[config.mk]
export PLATFORM = sky130hd
export DESIGN_NAME = matrix4_inverse_unit
export DESIGN_NICKNAME = d
export VERILOG_FILES = /design/src/rtl/core/m4inv_pkg.sv /design/src/rtl/core/m4inv_dpath.sv /design/src/rtl/core/m4inv_ctrl.sv /design/src/rtl/core/matrix4_inverse_unit.sv
export SDC_FILE = /design/constraint.sdc
export NUM_CORES = 2
export LEC_CHECK = 0
export BUFFER_PORTS_ARGS = -buffer_cell sky130_fd_sc_hd__buf_2
export CAP_MARGIN = 0
export CORE_UTILIZATION = 55
export DETAILED_ROUTE_END_ITERATION = 6
export GPL_ROUTABILITY_DRIVEN = 0
export PLACE_DENSITY = 0.75
export SLEW_MARGIN = 15
export SYNTH_ARGS = -nofsm -noshare
export SYNTH_HDL_FRONTEND = slang
export SYNTH_SLANG_ARGS = --single-unit
export TNS_END_PERCENT = 1
[constraint.sdc]
create_clock -name clk -period 19.1 [get_ports clk]
set_clock_uncertainty 0.2 [all_clocks]
set_input_delay 0 -clock clk [delete_from_list [all_inputs] [get_ports clk]]
set_output_delay 0 -clock clk [all_outputs]
set_load 0.02 [all_outputs]
[src/rtl/core/m4inv_pkg.sv]
`timescale 1ns / 1ps
`default_nettype none
package m4inv_pkg;

  typedef enum logic [2:0] {
    S_LOAD,
    S_MUL,
    S_WAIT_MUL,
    S_DIV,
    S_WAIT_DIV,
    S_OUT
  } ctrl_state_t;

  typedef enum logic [2:0] {
    M_IDLE,
    M_FETCH_X,
    M_FETCH_Y,
    M_RUN,
    M_ACC
  } mul_state_t;

  // operand codes: 0..15 matrix elements, then the upper-row minors, then the lower-row minors
  localparam logic [4:0] CODE_S_BASE = 5'd16;
  localparam logic [4:0] CODE_C_BASE = 5'd22;

  // destinations 0..11 are the minor registers
  localparam logic [3:0] DEST_DET = 4'd12;
  localparam logic [3:0] DEST_ADJ = 4'd13;

  localparam logic [4:0] STEP_DET_FIRST = 5'd24;
  localparam logic [4:0] STEP_DET_LAST  = 5'd29;

  typedef struct packed {
    logic [4:0] xsel;
    logic [4:0] ysel;
    logic       neg;
    logic       first;
    logic       last;
    logic [3:0] dest;
  } op_t;

  typedef struct packed {
    logic       load;
    logic [3:0] load_index;
    logic       mul_start;
    op_t        op;
    logic       div_start;
    logic       out_load;
    logic [3:0] out_index;
  } cmd_t;

  typedef struct packed {
    logic mul_done;
    logic div_done;
    logic det_zero;
    logic out_free;
  } status_t;

endpackage
`default_nettype wire

[src/rtl/core/m4inv_dpath.sv]
`timescale 1ns / 1ps
`default_nettype none
module m4inv_dpath #(
  parameter int W = 32,
  parameter int F = 16
) (
  input  wire logic              clk,
  input  wire logic              rst,
  input  wire m4inv_pkg::cmd_t   cmd,
  input  wire logic [W-1:0]      in_value,
  output m4inv_pkg::status_t     st,
  output logic                   out_valid,
  input  wire logic              out_ready,
  output logic [W-1:0]           out_value,
  output logic [3:0]             out_index,
  output logic                   out_singular,
  output logic                   out_saturated,
  output logic                   out_last
);

  localparam int OW  = 2 * W + 1;
  localparam int AW  = 4 * W + 5;
  localparam int BW  = 3 * W + 3;
  localparam int NB  = BW + 2 * F;
  localparam int MCW = $clog2(OW);
  localparam int DCW = $clog2(NB + 1);

  logic [W-1:0]  mat [16];
  logic [W-1:0]  rd_q;
  logic [3:0]    rd_addr;
  logic [OW-1:0] minor [12];

  m4inv_pkg::mul_state_t mstate;
  m4inv_pkg::op_t        op;
  logic [OW-1:0] mc;
  logic          pneg;
  logic [OW-1:0] hi;
  logic [OW-1:0] lo;
  logic [MCW-1:0] mcnt;
  logic [AW-1:0] acc;
  logic [AW-1:0] det;
  logic [BW-1:0] bval;

  logic           div_busy;
  logic [DCW-1:0] dcnt;
  logic [AW-1:0]  rem;
  logic [NB-1:0]  nq;
  logic           qneg;
  logic [AW-1:0]  den;

  logic [4:0]      cur_code;
  logic [OW-1:0]   opnd;
  logic [OW-1:0]   opnd_mag;
  logic [OW:0]     sum;
  logic [AW-1:0]   term;
  logic [AW-1:0]   sterm;
  logic [AW-1:0]   acc_next;
  logic [AW-1:0]   det_abs;
  logic [BW-1:0]   bmag;
  logic [AW:0]     r2;
  logic [AW:0]     diff;
  logic            ge;
  logic [NB-1:0]   half;
  logic [NB-1:0]   lim;
  logic            over;
  logic [W-1:0]    mag_w;
  logic [W-1:0]    val;
  logic            det_zero;

  always_comb begin
    cur_code = (mstate == m4inv_pkg::M_FETCH_X) ? op.xsel : op.ysel;
    opnd     = cur_code[4] ? minor[cur_code[3:0]] : {{(OW-W){rd_q[W-1]}}, rd_q};
    opnd_mag = opnd[OW-1] ? (~opnd + OW'(1)) : opnd;
    rd_addr  = (mstate == m4inv_pkg::M_IDLE) ? cmd.op.xsel[3:0] : op.ysel[3:0];
    sum      = {1'b0, hi} + (lo[0] ? {1'b0, mc} : {(OW+1){1'b0}});
    term     = AW'({hi, lo});
    sterm    = (pneg ^ op.neg) ? (~term + AW'(1)) : term;
    acc_next = (op.first ? {AW{1'b0}} : acc) + sterm;
    det_zero = (det == {AW{1'b0}});
    det_abs  = det[AW-1] ? (~det + AW'(1)) : det;
    bmag     = bval[BW-1] ? (~bval + BW'(1)) : bval;
    r2       = {rem, nq[NB-1]};
    diff     = r2 - {1'b0, den};
    ge       = (r2 >= {1'b0, den});
    half     = NB'(1) << (W - 1);
    lim      = qneg ? half : (half - NB'(1));
    over     = (nq > lim);
    mag_w    = over ? lim[W-1:0] : nq[W-1:0];
    val      = qneg ? (~mag_w + W'(1)) : mag_w;
  end

  assign st.mul_done = (mstate == m4inv_pkg::M_ACC);
  assign st.div_done = div_busy && (dcnt == DCW'(NB - 1));
  assign st.det_zero = det_zero;
  assign st.out_free = !out_valid || out_ready;

  always_ff @(posedge clk) begin
    if (cmd.load) begin
      mat[cmd.load_index] <= in_value;
    end
    rd_q <= mat[rd_addr];
  end

  always_ff @(posedge clk) begin
    if (rst) begin
      mstate <= m4inv_pkg::M_IDLE;
    end else begin
      unique case (mstate)
        m4inv_pkg::M_IDLE: begin
          if (cmd.mul_start) begin
            op     <= cmd.op;
            mstate <= m4inv_pkg::M_FETCH_X;
          end
        end
        m4inv_pkg::M_FETCH_X: begin
          mc     <= opnd_mag;
          pneg   <= opnd[OW-1];
          mstate <= m4inv_pkg::M_FETCH_Y;
        end
        m4inv_pkg::M_FETCH_Y: begin
          lo     <= opnd_mag;
          pneg   <= pneg ^ opnd[OW-1];
          hi     <= '0;
          mcnt   <= '0;
          mstate <= m4inv_pkg::M_RUN;
        end
        m4inv_pkg::M_RUN: begin
          hi   <= sum[OW:1];
          lo   <= {sum[0], lo[OW-1:1]};
          mcnt <= mcnt + MCW'(1);
          if (mcnt == MCW'(OW - 1)) begin
            mstate <= m4inv_pkg::M_ACC;
          end
        end
        m4inv_pkg::M_ACC: begin
          acc <= acc_next;
          if (op.last) begin
            if (op.dest == m4inv_pkg::DEST_DET) begin
              det <= acc_next;
            end else if (op.dest == m4inv_pkg::DEST_ADJ) begin
              bval <= acc_next[BW-1:0];
            end else begin
              minor[op.dest] <= acc_next[OW-1:0];
            end
          end
          mstate <= m4inv_pkg::M_IDLE;
        end
        default: mstate <= m4inv_pkg::M_IDLE;
      endcase
    end
  end

  always_ff @(posedge clk) begin
    if (rst) begin
      div_busy <= 1'b0;
    end else if (cmd.div_start) begin
      den      <= det_abs;
      nq       <= {bmag, {(2*F){1'b0}}};
      rem      <= '0;
      qneg     <= bval[BW-1] ^ det[AW-1];
      dcnt     <= '0;
      div_busy <= 1'b1;
    end else if (div_busy) begin
      rem  <= ge ? diff[AW-1:0] : r2[AW-1:0];
      nq   <= {nq[NB-2:0], ge};
      dcnt <= dcnt + DCW'(1);
      if (dcnt == DCW'(NB - 1)) begin
        div_busy <= 1'b0;
      end
    end
  end

  always_ff @(posedge clk) begin
    if (rst) begin
      out_valid <= 1'b0;
    end else if (cmd.out_load) begin
      out_valid     <= 1'b1;
      out_value     <= det_zero ? {W{1'b0}} : val;
      out_index     <= cmd.out_index;
      out_singular  <= det_zero;
      out_saturated <= !det_zero && over;
      out_last      <= &cmd.out_index;
    end else if (out_ready) begin
      out_valid <= 1'b0;
    end
  end

endmodule
`default_nettype wire

[src/rtl/core/m4inv_ctrl.sv]
`timescale 1ns / 1ps
`default_nettype none
module m4inv_ctrl (
  input  wire logic               clk,
  input  wire logic               rst,
  input  wire logic               in_valid,
  output logic                    in_ready,
  input  wire m4inv_pkg::status_t st,
  output m4inv_pkg::cmd_t         cmd
);

  m4inv_pkg::ctrl_state_t state, state_next;
  logic [3:0] cnt, cnt_next;
  logic [4:0] step, step_next;
  logic       adj, adj_next;
  logic [3:0] ent, ent_next;
  logic [1:0] trm, trm_next;

  function automatic m4inv_pkg::op_t decode(input logic adj_phase, input logic [4:0] stp,
                                            input logic [3:0] e, input logic [1:0] t);
    m4inv_pkg::op_t o;
    logic [3:0] m;
    logic [3:0] p;
    logic [1:0] ca;
    logic [1:0] cb;
    logic [1:0] r0;
    logic [1:0] r1;
    logic [2:0] d;
    logic [1:0] i;
    logic [1:0] j;
    logic [1:0] col;
    logic [3:0] mi;
    o = '0;
    m = stp[4:1];
    p = (m < 4'd6) ? m : (m - 4'd6);
    r0 = (m < 4'd6) ? 2'd0 : 2'd2;
    r1 = r0 | 2'd1;
    d = 3'(stp - m4inv_pkg::STEP_DET_FIRST);
    i = e[3:2];
    j = e[1:0];
    col = (t < i) ? t : (t + 2'd1);
    unique case (p)
      4'd0: begin ca = 2'd0; cb = 2'd1; end
      4'd1: begin ca = 2'd0; cb = 2'd2; end
      4'd2: begin ca = 2'd0; cb = 2'd3; end
      4'd3: begin ca = 2'd1; cb = 2'd2; end
      4'd4: begin ca = 2'd1; cb = 2'd3; end
      default: begin ca = 2'd2; cb = 2'd3; end
    endcase
    unique case ({i, t})
      4'b00_00: mi = 4'd5;
      4'b00_01: mi = 4'd4;
      4'b00_10: mi = 4'd3;
      4'b01_00: mi = 4'd5;
      4'b01_01: mi = 4'd2;
      4'b01_10: mi = 4'd1;
      4'b10_00: mi = 4'd4;
      4'b10_01: mi = 4'd2;
      4'b10_10: mi = 4'd0;
      4'b11_00: mi = 4'd3;
      4'b11_01: mi = 4'd1;
      default:  mi = 4'd0;
    endcase
    if (adj_phase) begin
      o.xsel  = {1'b0, j[1], ~j[0], col};
      o.ysel  = (j[1] ? m4inv_pkg::CODE_S_BASE : m4inv_pkg::CODE_C_BASE) + {1'b0, mi};
      o.neg   = i[0] ^ j[0] ^ t[0];
      o.first = (t == 2'd0);
      o.last  = (t == 2'd2);
      o.dest  = m4inv_pkg::DEST_ADJ;
    end else if (stp < m4inv_pkg::STEP_DET_FIRST) begin
      o.xsel  = stp[0] ? {1'b0, r1, ca} : {1'b0, r0, ca};
      o.ysel  = stp[0] ? {1'b0, r0, cb} : {1'b0, r1, cb};
      o.neg   = stp[0];
      o.first = !stp[0];
      o.last  = stp[0];
      o.dest  = m;
    end else begin
      o.xsel  = m4inv_pkg::CODE_S_BASE + {2'b0, d};
      o.ysel  = m4inv_pkg::CODE_C_BASE + 5'd5 - {2'b0, d};
      o.neg   = (d == 3'd1) || (d == 3'd4);
      o.first = (stp == m4inv_pkg::STEP_DET_FIRST);
      o.last  = (stp == m4inv_pkg::STEP_DET_LAST);
      o.dest  = m4inv_pkg::DEST_DET;
    end
    return o;
  endfunction

  always_ff @(posedge clk) begin
    if (rst) begin
      state <= m4inv_pkg::S_LOAD;
      cnt   <= '0;
      step  <= '0;
      adj   <= 1'b0;
      ent   <= '0;
      trm   <= '0;
    end else begin
      state <= state_next;
      cnt   <= cnt_next;
      step  <= step_next;
      adj   <= adj_next;
      ent   <= ent_next;
      trm   <= trm_next;
    end
  end

  always_comb begin
    state_next = state;
    cnt_next   = cnt;
    step_next  = step;
    adj_next   = adj;
    ent_next   = ent;
    trm_next   = trm;
    in_ready   = 1'b0;
    cmd        = '0;
    cmd.op     = decode(adj, step, ent, trm);
    cmd.load_index = cnt;
    cmd.out_index  = ent;
    unique case (state)
      m4inv_pkg::S_LOAD: begin
        in_ready = 1'b1;
        if (in_valid) begin
          cmd.load = 1'b1;
          cnt_next = cnt + 4'd1;
          if (&cnt) begin
            step_next  = '0;
            adj_next   = 1'b0;
            ent_next   = '0;
            trm_next   = '0;
            state_next = m4inv_pkg::S_MUL;
          end
        end
      end
      m4inv_pkg::S_MUL: begin
        cmd.mul_start = 1'b1;
        state_next    = m4inv_pkg::S_WAIT_MUL;
      end
      m4inv_pkg::S_WAIT_MUL: begin
        if (st.mul_done) begin
          if (adj) begin
            if (trm == 2'd2) begin
              state_next = st.det_zero ? m4inv_pkg::S_OUT : m4inv_pkg::S_DIV;
            end else begin
              trm_next   = trm + 2'd1;
              state_next = m4inv_pkg::S_MUL;
            end
          end else begin
            if (step == m4inv_pkg::STEP_DET_LAST) begin
              adj_next = 1'b1;
              trm_next = '0;
            end else begin
              step_next = step + 5'd1;
            end
            state_next = m4inv_pkg::S_MUL;
          end
        end
      end
      m4inv_pkg::S_DIV: begin
        cmd.div_start = 1'b1;
        state_next    = m4inv_pkg::S_WAIT_DIV;
      end
      m4inv_pkg::S_WAIT_DIV: begin
        if (st.div_done) begin
          state_next = m4inv_pkg::S_OUT;
        end
      end
      m4inv_pkg::S_OUT: begin
        if (st.out_free) begin
          cmd.out_load = 1'b1;
          trm_next     = '0;
          ent_next     = ent + 4'd1;
          state_next   = (&ent) ? m4inv_pkg::S_LOAD : m4inv_pkg::S_MUL;
        end
      end
      default: state_next = m4inv_pkg::S_LOAD;
    endcase
  end

endmodule
`default_nettype wire

[src/rtl/core/matrix4_inverse_unit.sv]
`timescale 1ns / 1ps
`default_nettype none
// channel   dir  tdata (low bit up)                     tuser / tlast
// s_axis    in   element_value                          -
// m_axis    out  inverse_value, element_index           singular, saturated / last
//
// Elements load at one per cycle. The matrix is then solved on one shared shift-add
// multiplier: 78 products in all, 30 for the minors and the determinant and three per
// result, and per result one restoring divide (skipped when singular) before the result
// is handed over. New elements are taken once the last result is loaded.
// A stalled output holds the unit before its next result. Reset is synchronous.
module matrix4_inverse_unit #(
  parameter int WORD_BITS     = 32,
  parameter int FRACTION_BITS = 16
) (
  input  wire logic                                   clk,
  input  wire logic                                   rst,
  input  wire logic                                   s_tvalid,
  output logic                                        s_tready,
  input  wire logic [((WORD_BITS+7)/8)*8-1:0]         s_tdata,  // element_value
  output logic                                        m_tvalid,
  input  wire logic                                   m_tready,
  output logic [((WORD_BITS+4+7)/8)*8-1:0]            m_tdata,  // inverse_value, element_index
  output logic [1:0]                                  m_tuser,  // singular, saturated
  output logic                                        m_tlast
);

  localparam int M_BITS = ((WORD_BITS + 4 + 7) / 8) * 8;

  m4inv_pkg::cmd_t    cmd;
  m4inv_pkg::status_t st;
  logic [WORD_BITS-1:0] out_value;
  logic [3:0]           out_index;
  logic                 out_singular;
  logic                 out_saturated;

  m4inv_ctrl u_ctrl (
    .clk      (clk),
    .rst      (rst),
    .in_valid (s_tvalid),
    .in_ready (s_tready),
    .st       (st),
    .cmd      (cmd)
  );

  m4inv_dpath #(
    .W (WORD_BITS),
    .F (FRACTION_BITS)
  ) u_dpath (
    .clk           (clk),
    .rst           (rst),
    .cmd           (cmd),
    .in_value      (s_tdata[WORD_BITS-1:0]),
    .st            (st),
    .out_valid     (m_tvalid),
    .out_ready     (m_tready),
    .out_value     (out_value),
    .out_index     (out_index),
    .out_singular  (out_singular),
    .out_saturated (out_saturated),
    .out_last      (m_tlast)
  );

  assign m_tdata = M_BITS'({out_index, out_value});
  assign m_tuser = {out_saturated, out_singular};

endmodule
`default_nettype wire

==> key figures <==
Yosys
  – Count leader, synth: edfxtp_1
  – Post-synth EDFFs: 2322
  – #FFs+latches synth: 2378
  – Top post-synthesis cells by area: edfxtp_1 57%, mux4_2 4.6%, ha_1 4.0%
  – Post-synth top cells: 2322 x edfxtp_1, 949 x nand2_1, 701 x nor2_1
  – Count of cell types in the netlist: 99
  – Cell area after synthesis: 122000 sq um
  – Ys flop type: edfxtp_1
  – Post-synth top area share: 57.3%
  – Sequential area share after synthesis: 58.2%
  – Yosys warns: 0
  – Mapped Cells: 9965
  – Avg Inst Size Synth: 12.2 sq um
  – Post-synth top area cell: edfxtp_1
  – Ys async rst share: 0%

Route
  – Drt drc: 2
  – Final wirelength: 346000 um
  – Vias/cell: 6.58
  – Drt wl/cell: 26.2 um
  – Iteration-0 DRC count of the detailed router: 11400
  – Via count: 86700
  – Initial DRT Pass Iterations: 7
  – Top layer reached by signal wires: met5
  – WL met3: 38100 um
  – Met1 wire length: 128000 um
  – Met2 wire length: 160000 um
  – Antenna viol nets, final: 0

Cells and area
  – Fin util: 61.1%
  – Design area: 134000 sq um
  – Fraction of layout cells with a size suffix above 1: 10.6%
  – Fin nets: 10400
  – Register area: 70800 sq um
  – Area grow syn2layout: 10.4%
  – Multi-input logic area: 48200 sq um
  – Fin cells: 13200
  – # fillers: 16200

STA
  – Setup ws final: 10400 ps
  – Final Cycle Share: 45.6%
  – Setup violators final: 0
  – Least-Margin Pin Slew: 1350 ps
  – Fin Setup TNS: 0 ps
  – Maximum clock rate: 115 MHz
  – Unrepaired setup endpoints after global routing: no
  – Max-slew violations: 0
  – Fin. Hold Viols: 0
  – Rel. slew slack: 9.80%
  – Final hold slack: 160 ps
  – Fin crit period: 8700 ps

Clock network
  – Post-cts resize count: 0
  – Clock-pin slew on the worst setup and hold paths: 70 ps
  – CTS tree: yes
  – Root Driver: clkbuf_16
  – Clock buffer depth: 3
  – CTS Buf Count: 235
  – H-tree depth: 4
  – CTS sink cnt: 2378
  – Clock Latency Late Sink: 960 ps
  – Post-CTS Setup Inserts: 0

Worst setup path
  – R2R depth: 22
  – Crit path cell chain: or4_1 > nor3_1 > nand4b_1 > or2_2 > nor2_1 > nand3_1 > nor2_1 > nand4_1 > o21ai_0 > xnor2_1 > ha_1 > nand4_1 > or2_2 > nor3_1 > a21oi_1 > o21ai_0 > a31oi_1 > o21ai_0 > a31o_2 > nor3b_1 > a41oi_1 > xnor2_1
  – Worst EP arrival: 9110 ps
  – CP Buf/Inv Count: 0
  – Worst R2R End: u_dpath.acc[130]$_DFFE_PP_
  – CP max FO: 8
  – Worst R2R Start: u_dpath.lo[9]$_DFFE_PP_
  – CP Data Required Time: 19510 ps
  – CP max stage cell: o21ai_0
  – CP most frequent cell: o21ai_0
  – CP top delay family: simple AND/OR/NAND/NOR gates
  – Critical path startpoint category: flop
  – Critical path type: flop to flop
  – Crit end category: flop
  – Worst reg2reg setup slack: 10400 ps
  – Crit-path max cell delay: 660 ps

Hold path
  – Hold EP: u_ctrl.state[2]$_SDFFE_PP0P_
  – Hold path startpoint: s_tvalid
  – Worst Hold Depth: 7
  – Class of the worst hold path: primary input to flop

Place
  – Inst Count DP: 12700
  – Dpl ws: 10510 ps
  – Port bufs: 76
  – DPL Wire Length: 232000 um
  – Placed instance area: 126000 sq um

Global route
  – Vias in the first global route: 83400
  – Largest net degree at the start of global routing: 141
  – Initial antenna violation count: 16
  – GRT Total Usage: 30.4%
  – Global-route wire length before repair: 514000 um
  – Remaining global-route overflow: 0

Die
  – Vert. Die Dim: 472 um
  – Horiz. Die Dim: 472 um
  – Die footprint: 223000 sq um
  – I/O pin count: 81
  – Core Rows: 172
  – Core area: 220000 sq um
  – Initial Util: 55.4%

Pwr
  – Combinational power share: 10.9%
  – Sw frac: 25.7%
  – Leak Pwr: 46.8 nW
  – Clock power share: 39.5%
  – Tot Pwr: 12.0 mW
  – VDD IR max: 0.106 mV
  – Seq pwr share: 49.5%
  – Power density cells: 89.5 nW/um^2
  – Pint: 8.94 mW
  – Switching power total: 3.09 mW

Job
  – Max cap viols: 0

Outcome
  – Failing checks: design-rule violations
  – Outcome: complete, but fails checks
-- registers in the layout (all words and copies together) (netlist names), 5 cells and up --
| register | flops |
|---|---|
| u_dpath.minor | 780 |
| u_dpath.mat | 512 |
| u_dpath.acc | 133 |
| u_dpath.den | 133 |
| u_dpath.det | 133 |
| u_dpath.rem | 133 |
| u_dpath.nq | 131 |
| u_dpath.bval | 99 |
| u_dpath.hi | 65 |
| u_dpath.lo | 65 |
| u_dpath.mc | 65 |
| u_dpath.out_value | 32 |
| u_dpath.rd_q | 32 |
| u_dpath.op | 17 |
| u_dpath.dcnt | 8 |
| u_dpath.mcnt | 7 |
| u_ctrl.step | 5 |
-- cell usage in the layout (no fill, tap or decap), types with 40 or more instances in the layout --
master / n
a211oi_1: 132
o21ai_0: 570
nand2b_1: 67
a31oi_1: 118
or2_2: 49
mux2i_1: 156
nand4_1: 179
dlygate4sd3_1: 72
inv_1: 297
and2_1: 145
nand3_1: 143
nor2b_1: 167
o31ai_1: 147
mux4_2: 251
edfxtp_1: 2322
o41ai_1: 53
xnor2_1: 445
o21a_1: 56
nor3_1: 138
a21oi_1: 601
and3_1: 40
clkbuf_16: 236
a21o_1: 211
buf_2: 76
nor4_1: 93
clkinv_1: 41
nand2_1: 949
xor2_1: 279
or4_1: 71
buf_4: 165
or3_1: 95
ha_1: 386
dfxtp_1: 56
nor2_1: 671
o21bai_1: 78
-- per-layer routing --
layer,GRT usage (%),up-vias
met5,0,-
met4,15.2,8
met3,6.18,1015
met2,48.4,5483
met1,39.7,42400
li1,-,37800
-- power groups by stage --
stage	Clock, mW	Combinational (mW)	Sequential (mW)
after detailed placement	0	1.23	6.06
final	4.75	1.31	5.96
after CTS	4.78	1.26	5.95
after floorplan	0	0.741	6.04
after global placement	0	1.20	6.06
after global routing	4.97	1.36	5.95
-- final cells by class --
cell class              instances  share of cell area [%]
diodes                         12                  0.0224
repair buffers                316                    1.78
clock buffers                 285                    4.63
multi-input cells            6782                    35.9
inverters                     300                   0.838
clock inverters               158                    1.34
flip-flops and latches       2378                    52.7
well taps                    2958                    2.76
-- worst max-delay path by stage --
stage / start / endpoint / slack [ps] / cells after the start
6_report: u_dpath.lo[9]$_DFFE_PP_ / u_dpath.acc[130]$_DFFE_PP_ / 10400 / 22
5_1_grt: u_dpath.lo[9]$_DFFE_PP_ / u_dpath.acc[130]$_DFFE_PP_ / 9850 / 22
4_1_cts: u_dpath.lo[45]$_DFFE_PP_ / u_dpath.acc[130]$_DFFE_PP_ / 10550 / 22
3_5_place_dp: u_dpath.lo[45]$_DFFE_PP_ / u_dpath.acc[130]$_DFFE_PP_ / 10510 / 22
3_3_place_gp: u_dpath.lo[45]$_DFFE_PP_ / u_dpath.acc[130]$_DFFE_PP_ / 10420 / 22
2_1_floorplan: u_dpath.mstate[1]$_SDFFE_PP0P_ / u_dpath.det[0]$_DFFE_PP_ / 2100 / 6
-- cells by family after synthesis --
family                     synth area share (%)
adders and majority gates                  4.04
xor gates and xnor gates                   5.36
and+or+nand+nor                            11.7
other                                   0.00308
AOI/OAI and AO/OA                          11.7
buffers and inverters                      2.63
DFF                                        58.2
muxes                                      6.39
-- worst min-delay path, cell delays in order --
cell,delay [ps]
dlygate4sd3_1,540
buf_2,130
nand2_1,50
o21ai_0,100
nand3_1,140
or3_1,120
a21oi_1,60
-- repair_timing --
| action | 4_1_cts | 5_1_grt |
|---|---|---|
| setup endpoints to repair | 0 | 0 |
| hold buffers | 72 | 0 |
| endpoints found under the hold margin | 623 | 0 |
Power figures use the tool's default switching activity.
